`src/rtl/integer_to_radix_ascii_defines.svh`:
```
// Assertion macros shared by the integer to radix text converter RTL.
`ifndef INTEGER_TO_RADIX_ASCII_DEFINES_SVH
`define INTEGER_TO_RADIX_ASCII_DEFINES_SVH

// Check a property on every clock edge outside reset.
`define ITRA_ASSERT(lbl, prop, msg) \
  lbl: assert property (@(posedge clk) disable iff (rst) prop) else $error(msg);

// Check a property on every clock edge, reset included.
`define ITRA_ASSERT_ALWAYS(lbl, prop, msg) \
  lbl: assert property (@(posedge clk) prop) else $error(msg);

`endif

```
`src/rtl/itra_pkg.sv`:
```
// Shared constants and the digit-to-character function of the radix text converter.
package itra_pkg;

  localparam int VALUE_WIDTH_DEF = 32;
  localparam int RADIX_W         = 6;

  localparam logic [RADIX_W-1:0] RADIX_MIN   = 6'd2;
  localparam logic [RADIX_W-1:0] RADIX_MAX   = 6'd36;
  localparam logic [RADIX_W-1:0] RADIX_RESET = 6'd10;

  localparam logic [7:0] CHAR_MINUS = 8'h2D;
  localparam logic [7:0] CHAR_ZERO  = 8'h30;
  localparam logic [7:0] CHAR_UPPER_A = 8'h41;

  // Map a digit 0..35 to '0'-'9' then 'A'-'Z'.
  function automatic logic [7:0] digit_char(input logic [RADIX_W-1:0] d);
    logic [7:0] d8;
    d8 = {2'b00, d};
    if (d < RADIX_W'(10)) begin
      return CHAR_ZERO + d8;
    end else begin
      return CHAR_UPPER_A + d8 - 8'd10;
    end
  endfunction

endpackage

```
`src/rtl/integer_to_radix_ascii.sv`:
```
// Integer to radix text converter: one input value becomes a run of ASCII characters.
// Each digit comes from one pass of the shared bit-serial divider, and the characters
// (sign and digits) are then emitted one per cycle when out_stall is low.
// A new value is accepted only once the last character of the previous one is issued.
// Reset (synchronous, active high) sets radix to 10 and returns the sequencer to idle.
`include "integer_to_radix_ascii_defines.svh"

module integer_to_radix_ascii
  import itra_pkg::*;
#(
  parameter int VALUE_WIDTH = VALUE_WIDTH_DEF
) (
  input  logic                   clk,
  input  logic                   rst,
  input  logic                   radix_wr_en,
  input  logic [RADIX_W-1:0]     radix_wr_data,
  input  logic                   in_valid,
  output logic                   in_stall,
  input  logic [VALUE_WIDTH-1:0] value,
  output logic                   out_valid,
  input  logic                   out_stall,
  output logic [7:0]             char_code,
  output logic                   last_char
);

  localparam int CNT_W = $clog2(VALUE_WIDTH + 1);

  typedef enum logic [1:0] {S_IDLE, S_DIV, S_SIGN, S_EMIT} state_t;

  state_t                 state;
  logic [RADIX_W-1:0]     radix;
  logic                   neg;
  logic [VALUE_WIDTH-1:0] mag;
  logic [CNT_W-1:0]       nd;
  logic                   div_start;
  logic                   div_done;
  logic [VALUE_WIDTH-1:0] div_quot;
  logic [RADIX_W-1:0]     div_rem;
  logic [RADIX_W-1:0]     digits [VALUE_WIDTH];
  logic                   out_free;
  logic                   push;
  logic                   pop;

  // Saturate base writes to the legal range.
  always_ff @(posedge clk) begin
    if (rst) begin
      radix <= RADIX_RESET;
    end else if (radix_wr_en) begin
      if (radix_wr_data < RADIX_MIN) begin
        radix <= RADIX_MIN;
      end else if (radix_wr_data > RADIX_MAX) begin
        radix <= RADIX_MAX;
      end else begin
        radix <= radix_wr_data;
      end
    end
  end

  itra_div #(
    .VALUE_WIDTH(VALUE_WIDTH)
  ) u_div (
    .clk      (clk),
    .rst      (rst),
    .start    (div_start),
    .dividend (mag),
    .divisor  (radix),
    .done     (div_done),
    .quot     (div_quot),
    .rem      (div_rem)
  );

  assign in_stall = (state != S_IDLE);
  assign out_free = !out_valid || !out_stall;
  assign push     = (state == S_DIV) && div_done;
  assign pop      = (state == S_EMIT) && out_free;

  // Hold digits in a stack: push least significant first, pop most significant first.
  always_ff @(posedge clk) begin
    if (push) begin
      digits[0] <= div_rem;
      for (int i = 1; i < VALUE_WIDTH; i++) begin
        digits[i] <= digits[i-1];
      end
    end else if (pop) begin
      for (int i = 0; i < VALUE_WIDTH - 1; i++) begin
        digits[i] <= digits[i+1];
      end
    end
  end

  // Sequence one value: divide repeatedly, then emit sign and digits.
  always_ff @(posedge clk) begin
    if (rst) begin
      state     <= S_IDLE;
      div_start <= 1'b0;
      out_valid <= 1'b0;
      nd        <= '0;
    end else begin
      div_start <= 1'b0;
      if (out_valid && !out_stall) begin
        out_valid <= 1'b0;
      end
      unique case (state)
        S_IDLE: begin
          if (in_valid) begin
            neg       <= value[VALUE_WIDTH-1];
            mag       <= value[VALUE_WIDTH-1] ? (~value + VALUE_WIDTH'(1)) : value;
            nd        <= '0;
            div_start <= 1'b1;
            state     <= S_DIV;
          end
        end
        S_DIV: begin
          if (div_done) begin
            nd  <= nd + CNT_W'(1);
            mag <= div_quot;
            if (div_quot == '0 || nd == CNT_W'(VALUE_WIDTH - 1)) begin
              state <= neg ? S_SIGN : S_EMIT;
            end else begin
              div_start <= 1'b1;
            end
          end
        end
        S_SIGN: begin
          if (out_free) begin
            out_valid <= 1'b1;
            char_code <= CHAR_MINUS;
            last_char <= 1'b0;
            state     <= S_EMIT;
          end
        end
        S_EMIT: begin
          if (out_free) begin
            out_valid <= 1'b1;
            char_code <= digit_char(digits[0]);
            last_char <= (nd == CNT_W'(1));
            nd        <= nd - CNT_W'(1);
            if (nd == CNT_W'(1)) begin
              state <= S_IDLE;
            end
          end
        end
        default: begin
          state <= S_IDLE;
        end
      endcase
    end
  end

  `ITRA_ASSERT(a_radix_range, (radix >= RADIX_MIN && radix <= RADIX_MAX), "radix out of range")
  `ITRA_ASSERT(a_digit_count, (nd <= CNT_W'(VALUE_WIDTH)), "digit count overflow")
  `ITRA_ASSERT(a_rem_below_radix, (push |-> div_rem < radix), "remainder not below radix")
  `ITRA_ASSERT(a_done_in_div, (div_done |-> state == S_DIV), "divider finished outside divide")
  `ITRA_ASSERT(a_pop_nonempty, (pop |-> nd != '0), "pop from empty digit stack")

endmodule

```
`src/rtl/itra_div.sv`:
```
// Bit-serial restoring divider: VALUE_WIDTH-bit dividend by a 6-bit divisor.
module itra_div
  import itra_pkg::*;
#(
  parameter int VALUE_WIDTH = VALUE_WIDTH_DEF
) (
  input  logic                   clk,
  input  logic                   rst,
  input  logic                   start,
  input  logic [VALUE_WIDTH-1:0] dividend,
  input  logic [RADIX_W-1:0]     divisor,
  output logic                   done,
  output logic [VALUE_WIDTH-1:0] quot,
  output logic [RADIX_W-1:0]     rem
);

  localparam int CNT_W = $clog2(VALUE_WIDTH + 1);

  logic [CNT_W-1:0] cnt;
  logic [RADIX_W:0] trial;
  logic [RADIX_W:0] diff;
  logic             ge;

  // Shift the next dividend bit into the partial remainder and compare.
  assign trial = {rem, quot[VALUE_WIDTH-1]};
  assign ge    = trial >= {1'b0, divisor};
  assign diff  = trial - {1'b0, divisor};

  // Load on start, then retire one quotient bit per cycle.
  always_ff @(posedge clk) begin
    if (rst) begin
      cnt  <= '0;
      done <= 1'b0;
    end else begin
      done <= 1'b0;
      if (start) begin
        quot <= dividend;
        rem  <= '0;
        cnt  <= CNT_W'(VALUE_WIDTH);
      end else if (cnt != '0) begin
        rem  <= ge ? diff[RADIX_W-1:0] : trial[RADIX_W-1:0];
        quot <= {quot[VALUE_WIDTH-2:0], ge};
        cnt  <= cnt - CNT_W'(1);
        if (cnt == CNT_W'(1)) begin
          done <= 1'b1;
        end
      end
    end
  end

endmodule

```
`config.mk`:
```
export PLATFORM = sky130hd
export DESIGN_NAME = integer_to_radix_ascii
export DESIGN_NICKNAME = d
export VERILOG_FILES = /design/src/rtl/itra_pkg.sv /design/src/rtl/integer_to_radix_ascii.sv /design/src/rtl/itra_div.sv
export VERILOG_INCLUDE_DIRS = /design/src /design/src/rtl
export SDC_FILE = /design/constraint.sdc
export NUM_CORES = 1
export LEC_CHECK = 0
export ABC_AREA = 1
export BUFFER_PORTS_ARGS = -buffer_cell sky130_fd_sc_hd__buf_2
export CAP_MARGIN = 15
export CORE_ASPECT_RATIO = 1.4
export CORE_MARGIN = 1.5
export CORE_UTILIZATION = 46
export DETAILED_ROUTE_END_ITERATION = 16
export MAX_ROUTING_LAYER = met4
export PLACE_DENSITY = 0.61
export REMOVE_ABC_BUFFERS = 1
export SLEW_MARGIN = 20
export SYNTH_ARGS = -nofsm -noshare
export SYNTH_HDL_FRONTEND = slang
export SYNTH_SLANG_ARGS = --single-unit
```
`constraint.sdc`:
```
create_clock -name clk -period 31.4 [get_ports clk]
set_input_delay 1.57 -clock clk [delete_from_list [all_inputs] [get_ports clk]]
set_output_delay 1.57 -clock clk [all_outputs]
set_load 0.05 [all_outputs]
```
Word level (Yosys, flattened, before mapping)
Memory sizes are Yosys's and may differ from the RTL's.
Index checks and enable logic that the tools add are counted.
{"block": "op_classes", "n_addsub": 8, "n_lt_le_gt_ge": 4, "mux": 75, "bitwise": 34, "n_shift": 0, "n_reduce_logical": 24, "n_mul": 0, "div_mod_pow": 0, "n_eq_ne": 12}
{"op": "6-bit 2-to-1 mux", "n": 40}
{"op": "32-bit 2-to-1 mux", "n": 5}
{"op": "32-bit one-hot mux with 2 select lines", "n": 1}
{"op": "32-bit by 1-bit adder with 32-bit output, second input constant", "n": 1}
{"op": "32-bit logical NOT", "n": 1}
{"op": "32-bit NOT", "n": 1}
{"op": "1-bit bitwise OR", "n": 31}
{"op": "8-bit 2-to-1 mux", "n": 3}
{"op": "6-bit one-hot mux with 3 select lines", "n": 1}
{"op": "8-bit one-hot mux with 2 select lines", "n": 1}
{"op": "1-bit 2-to-1 mux", "n": 15}
{"op": "6-bit by 1-bit equality test with 1-bit output, second input constant", "n": 2}
{"op": "2-bit 2-to-1 mux", "n": 6}
{"op": "4-bit AND reduction", "n": 3}
{"op": "6-bit by 1-bit subtractor with 6-bit output, second input constant", "n": 2}
{"op": "7-bit by 6-bit adder with 8-bit output, first input constant", "n": 1}
{"op": "2-bit one-hot mux with 4 select lines", "n": 1}
{"op": "2-bit nonzero test", "n": 4}
{"op": "8-bit by 4-bit subtractor with 8-bit output, second input constant", "n": 1}
{"op": "6-bit by 6-bit adder with 7-bit output, first input constant", "n": 1}
{"op": "7-bit by 6-bit >= comparator with 1-bit output", "n": 1}
{"op": "6-bit by 1-bit adder with 6-bit output, second input constant", "n": 1}
{"op": "6-bit by 5-bit equality test with 1-bit output, second input constant", "n": 1}
{"op": "6-bit > comparator, second input constant", "n": 1}
{"op": "other kinds (20)", "n": 32}
{"block": "word_totals", "out_inout_bits": 11, "regBits": 103, "ramBits": 192, "latchBits": 0, "elab_cells": 172, "rom_bits": 0, "mem_count": 1, "in_bits": 43}
{"memory": "digits", "words": 32, "width": 6, "read_ports": 32, "rd_clocked_by_memory_dff": 0, "wr": 32, "line_no": "integer_to_radix_ascii.sv:39", "rtl": "logic [RADIX_W-1:0] digits [VALUE_WIDTH];"}

Longest topological paths before layout
{"block": "logic_depth", "ltp_word": 7, "depth_mapped": 11}

Modules after synthesis
From an unflattened synthesis, not the netlist that was laid out.
{"block": "unflattened", "cells_unflattened": 1532, "hier_area_um2": 14184.9}
{"module": "integer_to_radix_ascii", "cells_each": 1266, "area_per_inst_um2": 11881.4, "seq_area_each_um2": 7317.0, "n_inst": 1}
{"module": "itra_div", "cells_each": 266, "area_per_inst_um2": 2303.5, "seq_area_each_um2": 1281.2, "n_inst": 1}

Least setup slack after synthesis
OpenSTA, ideal clock, no wires.
{"block": "synth_path", "path_kind": "input port to flip-flop", "from": "input port out_stall", "to": "memory digits[0][0] (enable)", "required_ns": 30.411, "n_path_buf": 0, "arrival_ns": 14.792, "path_stages": 3, "setup_slack_ns": 15.619, "path_cell_list": "nand2_1 > inv_1 > o21ai_0"}
{"item": "start, declared", "line_no": "integer_to_radix_ascii.sv:21", "rtl": "input logic out_stall,"}
{"item": "end, declared", "line_no": "integer_to_radix_ascii.sv:39"}

==> metrics.txt <==
number of global-route vias before repair 9939; global-route wire length before repair around 46000 um; hpwl dp 17300 um; Core ar. about 0.03 mm^2; Setup CP Type input port to register; WL/cell between 10 and 15 um; CP Depth 6; FFs w/ async S/R, synth 0; actual slew at the worst max-slew pin 1010 ps; worst setup path startpoint out_stall; combinational share of power 0.227; Placer Congestion 0.886; Core Util, Final 0.521; worst-path cell chain buf_2 > nand2_1 > inv_1 > o21ai_4 > buf_4 > buf_6; Setup Skew 14.0 ps; Worst setup EP type register; RSZ-0062 raised after global routing false; layout cells sized above 1 0.0858; largest net degree at the start of global routing roughly 140; internal power 0.885 mW; post-synth top area share 0.583; Yosys cell types 40; Slew Viols, Final 0; Post-synth EDFFs 271; largest cells by area after synthesis edfxtp_1 (58%), nand2_1 (11%), o21ai_0 (6.0%), inv_1 (4.5%), nor2_1 (3.6%); Tmin final 4030 ps; CTS hold repair buffers 0; area leader, netlist edfxtp_1; n_diodes 0; Die Y-Extent approximately 210 um; CTS Sinks 294; Setup Buffers After CTS 0; Reg2Reg Depth 5; Detailed Route WL approximately 27000 um; Setup-failing EPs final 0; Nets approximately 1600; leakage 6.40 nW; Fmax 248 MHz; status complete, no violations; setup TNS 0 ps; drt pass-1 iters 7; die width 150 um; Vias between 9000 and 10000; Switch Pwr 0.394 mW; Root Buffer Master clkbuf_16; CTS H-tree depth 1; CP Capture Point digits[0][141]; I/O Pins 54; FF-to-FF End digits[0][141]; Port-buffer cells 52; worst path bufs/invs 4; Hold Fails Final Rpt 0; worst hold path type register to register; initial antenna violation count 0; global-route congestion overflow total 0; critical path's largest stage delay 890 ps; CP delay by family, top buffers and inverters; row count between 70 and 80; ys flop type edfxtp_1; Clock Power Share 0.300; vias per cell 5.11; DR iter-0 viols roughly 700; most numerous cell in the Yosys netlist nand2_1; total CTS buffers 30; Peak VDD IR 0.0000474 V; Worst Path Arrival 4210 ps; Post-synth top cells nand2_1 (403), edfxtp_1 (271), inv_1 (168), o21ai_0 (167), nor2_1 (133); drt drc 0; Max Buffers Root-to-Sink 3; All-Layer GR Usage 0.181; register area share after synthesis 0.616; Clk pin slew, worst setup/hold paths 60 ps; critical path launch point type input port; Crit Path Max Fanout 89; # resized after CTS 0; Max Cap Violations 0; area delta synth->final 11.6%; worst reg2reg setup slack roughly 28000 ps; Syn Inst Count 1485; Sw Ratio 0.308; Crit-path slowest cell buf_4; syn_area_per_cell 9.40 um^2; Slew HR 0.324; Initial Util 0.466; DRT antenna net count 0; CTS tree built; power density over the cells between 80 and 90 mW/mm^2; synthesized area between 0.01 and 0.015 mm^2; Required @ worst endpoint 31590 ps; die footprint 0.0314 mm^2; proportion of power drawn by flip-flops and latches 0.474; Synthesis Warnings 0; Clock Latency Late Sink 560 ps; #FFs+latches synth approximately 290; r2r startpoint state[1]; fin crit share 0.128
## logic make-up after synthesis
family	after synthesis	synth area share
and+or+nand+nor	636	0.184
DFF	294	0.616
AOI/OAI and AO/OA	289	0.108
buffers and inverters	236	0.0672
adders and majority gates	21	0.0194
xor gates and xnor gates	8	0.00502
other	1	0.000269
## layout by cell type, fill, tap and decap left out, types with 5 or more instances in the layout
master | Yosys | final
clkinv_2 | 0 | 5
edfxtp_1 | 271 | 271
clkbuf_16 | 0 | 30
xor2_1 | 6 | 6
ha_1 | 20 | 20
buf_4 | 7 | 7
a21oi_1 | 94 | 93
buf_2 | 21 | 52
dfxtp_1 | 23 | 22
o21ai_0 | 167 | 166
clkinv_1 | 2 | 9
o21ai_1 | 8 | 8
inv_1 | 168 | 167
bufinv_16 | 0 | 7
nand2_1 | 403 | 402
nand3_1 | 67 | 67
o211ai_1 | 5 | 5
or2_2 | 6 | 6
nor2_1 | 133 | 132
nand4_1 | 14 | 14
## worst min path at each step
| stage | startpoint | cells after the start | endpoint |
|---|---|---|---|
| after detailed placement | digits[0][184] | 0 | digits[0][190] |
| after global placement | digits[0][185] | 0 | digits[0][191] |
| after floorplan | digits[0][180] | 0 | digits[0][186] |
| final | digits[0][184] | 0 | digits[0][190] |
| after global routing | digits[0][185] | 0 | digits[0][191] |
| after CTS | digits[0][184] | 0 | digits[0][190] |
## registers in the layout, summed over array words and instances (netlist names), 2 cells and up
register and count:
u_div.quot 32, u_div.cnt 6, char_code 7, nd 6, mag 32, digits 192
radix 6, state 2, u_div.rem 6
## per-stage QoR
step | hold slack [ps] | power (mW) | area (um^2) | std cells | setup WS (ps)
floorplan | 427 | 0.840 | 13700 | 1422 | 15620
global placement | 438 | 0.897 | 14500 | 1868 | 26540
detailed placement | 437 | 0.907 | 14500 | 1868 | 26480
CTS | 452 | 1.30 | 15600 | 1924 | 27100
global route | 464 | 1.36 | 15600 | 1924 | 27150
finish | 453 | 1.28 | 15600 | 1924 | 27370
## routing by layer
layer | up-vias | part of all wire | global-route usage
met5 | - | 0 | -
met4 | 0 | 0.030 | 0.0659
met1 | 4589 | 0.44 | 0.221
met2 | 154 | 0.50 | 0.308
met3 | 66 | 0.034 | 0.0216
li1 | 5030 | - | -
## area by class of cell
class / instances / area, um^2
fillers: 2693 / 14300
flip-flops and latches: 294 / 8600
multi-input cells: 955 / 4460
clock buffers: 34 / 766
inverters: 173 / 649
well taps: 385 / 482
repair buffers: 61 / 335
clock inverters: 22 / 294
## power groups by stage
| stage | logic (mW) | registers, mW | clock network [mW] |
|---|---|---|---|
| global placement | 0.284 | 0.613 | 0 |
| CTS | 0.294 | 0.607 | 0.395 |
| detailed placement | 0.293 | 0.614 | 0 |
| finish | 0.290 | 0.606 | 0.383 |
| global route | 0.336 | 0.617 | 0.407 |
| floorplan | 0.206 | 0.634 | 0 |
(Power assumes the default switching activity.)
